[src/rtl/hgn_pkg.sv]
// ----------------------------------------------------------------------------
// hgn_pkg
// Shared types and codes for the hop-count gradient neighbor table.
// ----------------------------------------------------------------------------
package hgn_pkg;

  // default sizes
  localparam int MAX_NEIGHBORS_DEF = 16;
  localparam int HOP_BITS_DEF      = 8;

  // packet id multiplier
  localparam logic [32:0] ID_FACTOR = 33'd100000;

  // input item modes
  localparam logic [2:0] MODE_BEACON_RX = 3'd0;
  localparam logic [2:0] MODE_DATA_RX   = 3'd1;
  localparam logic [2:0] MODE_APP_DATA  = 3'd2;
  localparam logic [2:0] MODE_TICK      = 3'd3;
  localparam logic [2:0] MODE_RECV_REQ  = 3'd4;

  // result actions
  localparam logic [2:0] ACT_NONE     = 3'd0;
  localparam logic [2:0] ACT_DELIVER  = 3'd1;
  localparam logic [2:0] ACT_SEND     = 3'd2;
  localparam logic [2:0] ACT_BEACON   = 3'd3;
  localparam logic [2:0] ACT_RECV_REP = 3'd4;

  // configuration register indexes
  localparam logic REG_IS_SINK   = 1'b0;
  localparam logic REG_SELF_ADDR = 1'b1;

  // command broadcast to every table cell
  typedef struct packed {
    logic        upd;     // received frame registers its sender
    logic        beacon;  // frame is a beacon, store its hop count
    logic        hit;     // sender already in some cell
    logic [15:0] addr;    // sender address
  } hgn_cmd_t;

endpackage

[src/rtl/hgn_cell.sv]
// ----------------------------------------------------------------------------
// hgn_cell
// One neighbor table slot: address, hop count and valid bit. Slots fill
// from the low end, so a slot takes a new sender when it is empty and its
// lower neighbor is full.
// ----------------------------------------------------------------------------
module hgn_cell #(
  parameter int HOP_BITS = hgn_pkg::HOP_BITS_DEF
) (
  input  logic                 clk,
  input  logic                 rst,
  input  hgn_pkg::hgn_cmd_t    cmd,
  input  logic [HOP_BITS-1:0]  hop_wr,
  input  logic [HOP_BITS-1:0]  thr,
  input  logic                 prev_valid,
  output logic                 valid,
  output logic                 match,
  output logic                 recv
);
  import hgn_pkg::*;

  logic [15:0]         addr;
  logic [HOP_BITS-1:0] hop;
  logic                ins;

  // address match and insert point
  assign match = valid && (addr == cmd.addr);
  assign ins   = cmd.upd && !cmd.hit && !valid && prev_valid;

  // receiver test against the own hop count
  assign recv = valid && (hop < thr);

  always_ff @(posedge clk) begin
    if (rst) begin
      valid <= 1'b0;
    end else if (ins) begin
      valid <= 1'b1;
    end
  end

  // slot payload
  always_ff @(posedge clk) begin
    if (ins) begin
      addr <= cmd.addr;
      hop  <= hop_wr;
    end else if (cmd.upd && cmd.beacon && match) begin
      hop <= hop_wr;
    end
  end

endmodule

[src/rtl/hop_gradient_neighbor_table.sv]
// ----------------------------------------------------------------------------
// hop_gradient_neighbor_table
// An accepted item is held until the result register is loaded; no new
// item is taken while one is held. The table cells are written in the
// accept cycle and the receiver mask is rebuilt from them at that load.
// A waiting result does not block the next item; a second result waits.
// Reset: table empty, own hop unreachable, mask and sequence counter zero.
// ----------------------------------------------------------------------------
module hop_gradient_neighbor_table #(
  parameter int MAX_NEIGHBORS = hgn_pkg::MAX_NEIGHBORS_DEF,
  parameter int HOP_BITS      = hgn_pkg::HOP_BITS_DEF
) (
  input  logic        clk,
  input  logic        rst,
  // configuration
  input  logic        cfg_we,
  input  logic        cfg_idx,
  input  logic [15:0] cfg_data,
  // item in
  input  logic        in_valid,
  output logic        in_ready,
  input  logic [2:0]  mode,
  input  logic [15:0] src_addr,
  input  logic [7:0]  src_hop,
  input  logic [15:0] app_seq,
  // result out
  output logic        out_valid,
  input  logic        out_ready,
  output logic [2:0]  action,
  output logic [31:0] packet_id,
  output logic [15:0] seq_out,
  output logic [7:0]  own_hop,
  output logic [15:0] receiver_mask,
  output logic [4:0]  neighbor_count,
  output logic        table_full
);
  import hgn_pkg::*;

  localparam int CW = $clog2(MAX_NEIGHBORS + 1);
  localparam logic [HOP_BITS-1:0] HopUnreach = '1;
  localparam logic [CW-1:0]       CountMax   = CW'(MAX_NEIGHBORS);

  localparam logic ST_IDLE = 1'b0;
  localparam logic ST_FIN  = 1'b1;

  // configuration and node state
  logic                     is_sink;
  logic [15:0]              self_addr;
  logic [HOP_BITS-1:0]      hop_reg;
  logic [MAX_NEIGHBORS-1:0] recv_mask;
  logic [15:0]              seq_counter;
  logic [CW-1:0]            count;
  logic                     state;

  // item held between accept and result
  logic [2:0]               p_action;
  logic [15:0]              p_seq;
  logic [31:0]              p_prod;
  logic                     p_pid;
  logic                     p_full;
  logic                     p_rebuild;

  // cell chain signals
  hgn_cmd_t                 cmd;
  logic [HOP_BITS-1:0]      hop_in;
  logic [HOP_BITS-1:0]      hop_wr;
  logic [MAX_NEIGHBORS:0]   valid_chain;
  logic [MAX_NEIGHBORS-1:0] match_vec;
  logic [MAX_NEIGHBORS-1:0] recv_vec;

  logic                     accept;
  logic                     is_frame;
  logic                     is_beacon;
  logic                     hit;
  logic [HOP_BITS+7:0]      shop_ext;
  logic [HOP_BITS+7:0]      unreach_ext;
  logic [32:0]              prod;
  logic                     load;

  logic [MAX_NEIGHBORS+15:0] mask_ext;
  logic [CW+4:0]             count_ext;
  logic [HOP_BITS+7:0]       hop_ext;
  logic [MAX_NEIGHBORS-1:0]  mask_now;

  assign in_ready  = (state == ST_IDLE);
  assign accept    = in_valid && in_ready;
  assign is_beacon = (mode == MODE_BEACON_RX);
  assign is_frame  = is_beacon || (mode == MODE_DATA_RX);
  assign hit       = |match_vec;

  // received hop count, large values mean unreachable
  assign shop_ext    = {{HOP_BITS{1'b0}}, src_hop};
  assign unreach_ext = {8'd0, HopUnreach};
  always_comb begin
    if ((shop_ext >= unreach_ext) || (src_hop == 8'hFF)) begin
      hop_in = HopUnreach;
    end else begin
      hop_in = shop_ext[HOP_BITS-1:0];
    end
  end
  assign hop_wr = is_beacon ? hop_in : HopUnreach;

  // broadcast to the cells
  always_comb begin
    cmd.upd    = accept && is_frame;
    cmd.beacon = accept && is_beacon;
    cmd.hit    = hit;
    cmd.addr   = src_addr;
  end

  // neighbor table: chain of slots
  assign valid_chain[0] = 1'b1;
  for (genvar i = 0; i < MAX_NEIGHBORS; i++) begin : g_cell
    hgn_cell #(
      .HOP_BITS(HOP_BITS)
    ) u_cell (
      .clk       (clk),
      .rst       (rst),
      .cmd       (cmd),
      .hop_wr    (hop_wr),
      .thr       (hop_reg),
      .prev_valid(valid_chain[i]),
      .valid     (valid_chain[i+1]),
      .match     (match_vec[i]),
      .recv      (recv_vec[i])
    );
  end

  // packet id product, sum with own address when the result is loaded
  assign prod = {17'd0, app_seq} * ID_FACTOR;

  // accept and control
  always_ff @(posedge clk) begin
    if (rst) begin
      state       <= ST_IDLE;
      is_sink     <= 1'b0;
      self_addr   <= 16'd0;
      hop_reg     <= HopUnreach;
      recv_mask   <= '0;
      seq_counter <= 16'd0;
      count       <= '0;
    end else begin
      if (accept) begin
        state <= ST_FIN;
        if (is_frame && !hit && (count != CountMax)) begin
          count <= count + 1'b1;
        end
        if (is_beacon && (hop_in < hop_reg)) begin
          hop_reg <= hop_in + 1'b1;
        end
        if ((mode == MODE_TICK) || ((mode == MODE_DATA_RX) && !is_sink)) begin
          seq_counter <= seq_counter + 16'd1;
        end
      end else if (load) begin
        state <= ST_IDLE;
        if (p_rebuild) begin
          recv_mask <= recv_vec;
        end
      end
      if (cfg_we) begin
        case (cfg_idx)
          REG_IS_SINK: begin
            is_sink <= cfg_data[0];
            hop_reg <= cfg_data[0] ? '0 : HopUnreach;
          end
          REG_SELF_ADDR: self_addr <= cfg_data;
          default: ;
        endcase
      end
    end
  end

  // item details held for the result
  always_ff @(posedge clk) begin
    if (accept) begin
      p_seq     <= 16'd0;
      p_pid     <= 1'b0;
      p_full    <= is_frame && !hit && (count == CountMax);
      p_rebuild <= is_beacon && (hop_in < hop_reg);
      p_prod    <= prod[31:0];
      case (mode)
        MODE_BEACON_RX: p_action <= ACT_NONE;
        MODE_DATA_RX: begin
          if (is_sink) begin
            p_action <= ACT_DELIVER;
          end else begin
            p_action <= ACT_SEND;
            p_seq    <= seq_counter;
          end
        end
        MODE_APP_DATA: begin
          if (!is_sink && (recv_mask != '0)) begin
            p_action <= ACT_SEND;
            p_pid    <= 1'b1;
          end else begin
            p_action <= ACT_NONE;
          end
        end
        MODE_TICK: begin
          p_action <= ACT_BEACON;
          p_seq    <= seq_counter;
        end
        MODE_RECV_REQ: p_action <= ACT_RECV_REP;
        default: p_action <= ACT_NONE;
      endcase
    end
  end

  // result forming
  assign load      = (state == ST_FIN) && (!out_valid || out_ready);
  assign mask_now  = p_rebuild ? recv_vec : recv_mask;
  assign mask_ext  = {16'd0, mask_now};
  assign count_ext = {5'd0, count};
  assign hop_ext   = {8'd0, hop_reg};

  always_ff @(posedge clk) begin
    if (rst) begin
      out_valid <= 1'b0;
    end else if (load) begin
      out_valid <= 1'b1;
    end else if (out_ready) begin
      out_valid <= 1'b0;
    end
  end

  // result register
  always_ff @(posedge clk) begin
    if (load) begin
      action         <= p_action;
      packet_id      <= p_pid ? (p_prod + {16'd0, self_addr}) : 32'd0;
      seq_out        <= p_seq;
      own_hop        <= (hop_ext > {{HOP_BITS{1'b0}}, 8'hFF}) ? 8'hFF : hop_ext[7:0];
      receiver_mask  <= mask_ext[15:0];
      neighbor_count <= count_ext[4:0];
      table_full     <= p_full;
    end
  end

endmodule
[config.mk]
export PLATFORM = sky130hd
export DESIGN_NAME = hop_gradient_neighbor_table
export DESIGN_NICKNAME = d
export VERILOG_FILES = /design/src/rtl/hgn_pkg.sv /design/src/rtl/hgn_cell.sv /design/src/rtl/hop_gradient_neighbor_table.sv
export SDC_FILE = /design/constraint.sdc
export NUM_CORES = 1
export LEC_CHECK = 0
export BUFFER_PORTS_ARGS = -buffer_cell sky130_fd_sc_hd__clkbuf_2
export CAP_MARGIN = 20
export CELL_PAD_IN_SITES_DETAIL_PLACEMENT = 0
export CELL_PAD_IN_SITES_GLOBAL_PLACEMENT = 2
export CORE_MARGIN = 3
export CORE_UTILIZATION = 44
export DETAILED_ROUTE_END_ITERATION = 12
export PLACE_DENSITY_LB_ADDON = 0.1
export SYNTH_ARGS = -nofsm -noshare
export SYNTH_HDL_FRONTEND = slang
export SYNTH_SLANG_ARGS = --single-unit
[constraint.sdc]
create_clock -name clk -period 9.8 [get_ports clk]
set_input_delay 2.94 -clock clk [delete_from_list [all_inputs] [get_ports clk]]
set_output_delay 2.94 -clock clk [all_outputs]
set_load 0.01 [all_outputs]
# Word level (Yosys, flattened, before mapping)
# Index checks and enable logic that the tools add are counted.
[word_totals]
mem_bits_ro = 0
regBits = 594
ram_bits = 0
latch_bits = 0
input_bits = 65
output_inout_bits = 83
mem_count = 0
elab_cells = 309
[op_classes]
eq_ne = 23
n_bitwise = 3
n_shift = 0
n_lt_le_gt_ge = 19
mux = 50
div = 0
n_mul = 1
n_addsub = 4
reduce_logical = 140
[op_table]
columns = ["operator", "n"]
rows = [
  ["$mux 8", 39],
  ["$eq 16x16->1", 16],
  ["$lt 8x8->1", 17],
  ["$logic_and 1x1->1", 91],
  ["$reduce_bool 2->1", 18],
  ["$add 32x16->32", 1],
  ["$mux 16", 2],
  ["$pmux 16 s2", 1],
  ["$mul 16x12->27 const B", 1],
  ["$logic_not 1->1", 19],
  ["$add 16x1->16 const B", 1],
  ["$reduce_bool 16->1", 1],
  ["$reduce_or 16->1", 1],
  ["$pmux 3 s4", 1],
  ["$reduce_and 2->1", 5],
  ["$add 8x1->8 const B", 1],
  ["$eq 8x8->1 const B", 1],
  ["$ge 8x8->1 const B", 1],
  ["$gt 8x8->1 const B", 1],
  ["$eq 3x2->1 const B", 2],
  ["$add 5x1->5 const B", 1],
  ["$eq 5x5->1 const B", 1],
  ["$mux 1", 5],
  ["$ne 5x5->1 const B", 1],
  ["other kinds (6)", 12],
]

# Longest topological paths before layout
[logic_depth]
depth_word = 9
ltp_mapped = 18
ltp_nobuf = 18

# Cells and area by module
# A second synthesis with hierarchy kept.
[hier_totals]
hier_cells = 2367
hier_area_um2 = 29843.6
[modules_own_cells]
columns = ["mod", "cells_each", "seq_area_each_um2", "area_per_inst_um2", "n_inst"]
rows = [
  ["hgn_cell", 82, 740.7, 1146.1, 16],
  ["hop_gradient_neighbor_table", 1055, 5185.0, 11506.0, 1],
]

# Worst setup path before layout
# No wires, ideal clock.
[synth_path]
kind = "in2reg"
start = "in in_valid"
end = "reg g_cell[3].u_cell.hop[0] (enable)"
slack_ns = 2.006
required_ns = 9.424
arrival_time_ns = 7.418
setup_ns = 0.376
path_stages = 5
path_buffers = 1
path_cell_list = "nor2b_1 > nand4b_2 > buf_2 > nor3_1 > o21bai_1"
[synth_between]
elab_chain_cells = 6
word_cells_on_any_way = 9
classes_between = "reduce/logical (9)"
[synth_lines]
columns = ["item", "line", "rtl"]
rows = [
  ["start, declared", "hop_gradient_neighbor_table.sv:20", "input logic in_valid,"],
  ["$logic_and 1x1->1", "hop_gradient_neighbor_table.sv:86", "assign accept = in_valid && in_ready;"],
  ["$logic_and 1x1->1", "hop_gradient_neighbor_table.sv:105", "cmd.upd = accept && is_frame;"],
  ["$logic_and 1x1->1 (3 in series)", "hgn_cell.sv:28", "assign ins = cmd.upd && !cmd.hit && !valid && prev_valid;"],
  ["via g_cell[3].u_cell.ins", "hgn_cell.sv:24", "logic ins;"],
  ["$reduce_bool 2->1 (no line)", "--", ""],
  ["end signal, assigned", "hgn_cell.sv:45", "hop <= hop_wr;"],
  ["end signal, assigned", "hgn_cell.sv:47", "hop <= hop_wr;"],
  ["end, declared", "hgn_cell.sv:23", "logic [HOP_BITS-1:0] hop;"],
]
# The timed path passes the listed nets, and every way through them passes these cells.
# A chain may end at the register's enable or synchronous reset.

# Final worst setup path
[layout_path]
start = "in app_seq[2]"
end = "reg p_prod[31] (data pin)"
[layout_between]
elab_chain_cells = 1
[layout_lines]
columns = ["item", "line", "rtl"]
rows = [
  ["start, declared", "hop_gradient_neighbor_table.sv:25", "input logic [15:0] app_seq,"],
  ["$mul 16x12->27", "hop_gradient_neighbor_table.sv:130", "assign prod = {17'd0, app_seq} * ID_FACTOR;"],
  ["via prod[31]", "hop_gradient_neighbor_table.sv:77", "logic [32:0] prod;"],
  ["end signal, assigned", "hop_gradient_neighbor_table.sv:180", "p_prod <= prod[31:0];"],
  ["end, declared", "hop_gradient_neighbor_table.sv:58", "logic [31:0] p_prod;"],
]
# The timed path passes the listed nets, and every way through them passes these cells.

==> out/qor.log <==
[outcome] result of the run finished clean
[global_route] global route overflow 0
[final_layout] Area Growth Syn to Fin 13.0%
[cts] count of cells resized by post-cts repair 0
[cts] register clock-pin slew on the reported worst setup and hold paths 0.06 ns
[place] routability congestion estimate 0.788
[hold_path] path class of the lowest-slack min-delay path flip-flop to flip-flop
[power_and_ir_drop] Power Density 198 nW/um^2
[final_layout] # nets final 2773
[setup_path] WP data arrival 7.53 ns
[setup_path] CP max stage cell fa_1
[place] I/O Buffers 147
[place] DP Worst Slack 2.03 ns
[synthesis] dominant combinational cell family by area after synthesis adder cells
[synthesis] most numerous cell in the Yosys netlist edfxtp_1
[setup_path] kind of end point of the critical path flip-flop
[global_route] initial antenna violation count 1
[timing] final hold violation count 0
[setup_path] element type at the critical path start primary input
[cts] buffers from clock root to sink, at most 3
[cts] # H-tree levels 3
[synthesis] top cells by area in the synthesized netlist edfxtp_1, ha_1, xor2_1, dfxtp_1, fa_1
[power_and_ir_drop] power share of the sequential group 44.8%
[synthesis] Yosys top cell by area edfxtp_1
[die] num ports 148
[timing] slew at the pin with the worst max-slew slack 1.08 ns
[routing] antenna violation net count after detailed routing 0
[synthesis] average size of a mapped cell 13.1 um^2
[synthesis] Synth Flop Type edfxtp_1
[synthesis] count of flip-flops with a built-in enable after synthesis 514
[timing] Max Clock Skew 0.0397 ns
[synthesis] number of synthesized register bits 594
[setup_path] worst stage delay on the critical path 0.55 ns
[power_and_ir_drop] power share of the combinational group 19.0%
[final_layout] Largest register FFs 256
[synthesis] most common library cells after synthesis edfxtp_1, ha_1, xor2_1
[synthesis] fraction of synthesized cell area in xor and xnor cells 9.61%
[power_and_ir_drop] switching power as a share of total power 27.1%
[cts] number of hold buffers added after cts 0
[timing] number of setup violations in the final report 0
[setup_path] cells traversed along the worst timing path clkbuf_2, ha_1, xor2_1, xor2_1, ha_1, fa_1, inv_1, fa_1, inv_1, ha_1, o21ai_0, o21bai_1, a211o_1, a211o_1, o41ai_2, o2111ai_1, a21oi_1, xnor2_1
[global_route] Global Route Usage Sum 19.0%
[setup_path] maximum net fanout on the critical path 6
[cts] post-CTS setup-driven buffer insertion count 0
[synthesis] post-synthesis net count 2585
[power_and_ir_drop] P_leak 13.0 nW
[hold_path] startpoint of the most critical hold path p_seq[11]$_DFFE_PP_
[setup_path] Data required, critical path 10.13 ns
[setup_path] Worst R2R Start p_prod[6]$_DFFE_PP_
[cts] TritonCTS sink count 594
[die] die area 70100 um^2
[power_and_ir_drop] clock network fraction of design power 36.2%
[routing] sum of routed wire length over all layers 65900 um
[synthesis] Yosys top cell area share 52.4%
[die] Placement Rows 94
[routing] DRC violations left 0
[synthesis] basic-gate share of the synthesized area counting and, or, nand and nor cells 9.53%
[setup_path] total buffers and inverters traversed by the critical path 3
[timing] normalized max-slew margin 27.7%
[timing] shortest period the worst path allows 7.20 ns
[timing] unrepaired setup endpoints after global routing false
[synthesis] post-synthesis compound-gate area fraction 5.82%
[synthesis] number of cells produced by synthesis 2242
[setup_path] classification of the worst setup path primary input to flip-flop
[timing] part of the cycle the worst path needs 73.4%
[cts] Clock Latency Late Sink 0.60 ns
[timing] maximum clock frequency 139 MHz
[timing] final slew viol count 0
[final_layout] antenna cell count 0
[cts] CTS tree built
[synthesis] combined area of all synthesized cells 29400 um^2
[synthesis] sequential share of the synthesized area 57.8%
[cts] clk root buf clkbuf_16
[final_layout] share of post-route cells with drive strength above 1 12.9%
[power_and_ir_drop] largest vdd supply drop 0.0954 mV
[timing] Post-Route Setup TNS 0 ns
[routing] wire length per cell after detailed routing 19.7 um
[synthesis] FFs w/ async S/R, synth 0%
[routing] average vias per placed instance 5.13
[setup_path] most prevalent standard cell on the critical path ha_1
[global_route] number of global-route vias before repair 17700
[cts] CTS buffer count 66
[synthesis] adder and majority gate portion of the synthesized area 12.8%
[routing] number of design-rule violations left by the first detailed-router iteration 1042
[synthesis] number of synthesis warnings 0
[die] starting density of the core 44.6%
[die] Horiz. Die Dim 265 um
[synthesis] portion of netlist area occupied by mux cells 0.922%
[global_route] maximum number of pins on one net before global-route repair 65
[timing] Setup WS post-layout 2.60 ns
[power_and_ir_drop] internal power component 4.79 mW
[synthesis] synth unique cells 66
[power_and_ir_drop] power spent charging and discharging nets 1.78 mW
[global_route] global-route wire length before repair 102000 um
[routing] number of vias after detailed routing 17200
[setup_path] family of cells with the greatest summed delay on the critical path adder cells
[flow_run] total of max-cap violations 0
[setup_path] start point of the critical path app_seq[2]
[place] HPWL Detailed 44700 um
[routing] number of detailed-routing iterations run before antenna repair 7
[die] die boundary height 265 um
[die] Floorplan Core Area 66000 um^2
==> metrics by stage <==
stage	area, um^2	cells	power (mW)	utilization, %	hold slack [ns]
detailed placement	31200	3226	4.26	47.3	0.406
floorplan	29400	2242	3.91	-	0.400
finish	33300	3345	6.57	50.4	0.418
global placement	31200	3225	4.27	47.2	0.401
global route	33300	3345	6.94	50.4	0.428
CTS	33300	3345	6.68	50.4	0.420
==> cells in the final DEF (no fill, tap or decap), types with 6 or more instances in the layout <==
master,count
ha_1,241
and3_1,8
o21ai_0,76
or2_2,20
o31ai_1,9
buf_4,38
mux2i_1,26
clkinv_1,13
nor4_1,49
o21a_1,8
a21o_1,45
edfxtp_1,514
clkbuf_1,23
nor2b_1,36
nand4_1,30
or2_1,8
nand3_1,23
dfxtp_1,80
nor3_2,16
and2_1,47
a21oi_1,99
o21bai_1,6
nor2_1,58
clkbuf_16,68
fa_1,37
nand2_1,99
clkbuf_2,147
xnor2_1,84
inv_1,153
xor2_1,239
nand2b_1,45
nor3_1,54
clkinv_2,6
==> cell type report <==
class,count,area [um^2]
clock buffer,92,1800
inverter,154,579
multi-input combinational,1428,11500
clock inverter,27,279
tap,864,1080
fill,5839,32700
timing repair buffer,186,1030
sequential,594,17000
==> path summary, 6_finish.rpt <==
path | slack (ns) | cells past startpoint | to
worst min register to register | 0.42 | 0 | seq_out[11]$_DFFE_PP_
worst max register to register | 6.38 | 9 | packet_id[30]$_SDFFCE_PN0P_
worst max-delay path | 2.60 | 18 | p_prod[31]$_DFFE_PP_
worst min-delay path | 0.42 | 0 | seq_out[11]$_DFFE_PP_
==> logic make-up (layout without fill, tap and decap cells) <==
kind of cell,Yosys count,in the layout
xor+xnor,323,323
buf+inv,220,459
fa+ha+maj,278,278
simple gates,518,518
compound gates,282,282
mux,27,27
flops,594,594
==> power by group through the flow <==
stage	clock (mW)	sequential (mW)	combinational, mW
after detailed placement	0	3.00	1.27
after floorplan	0	2.99	0.919
after CTS	2.45	2.94	1.28
final	2.38	2.94	1.25
after global routing	2.56	2.95	1.44
after global placement	0	2.99	1.27
==> worst register-to-register path, cell delays in order (launching register included) <==
cell	delay [ns]
edfxtp_1	0.46
ha_1	0.30
a21o_1	0.19
a21o_1	0.20
a2111oi_0	0.60
o31ai_1	0.29
o41ai_2	0.64
nor3_1	0.17
xor2_1	0.17
and2_1	0.18
==> layer usage <==
| layer | wire, um | GRT usage, % |
|---|---|---|
| met1 | 30400 | 25.8 |
| met2 | 31600 | 31.7 |
| met3 | 2310 | 2.73 |
| met4 | 1530 | 5.81 |
| met5 | 9 | 0 |
No activity file was read; power rests on OpenSTA's default activity.
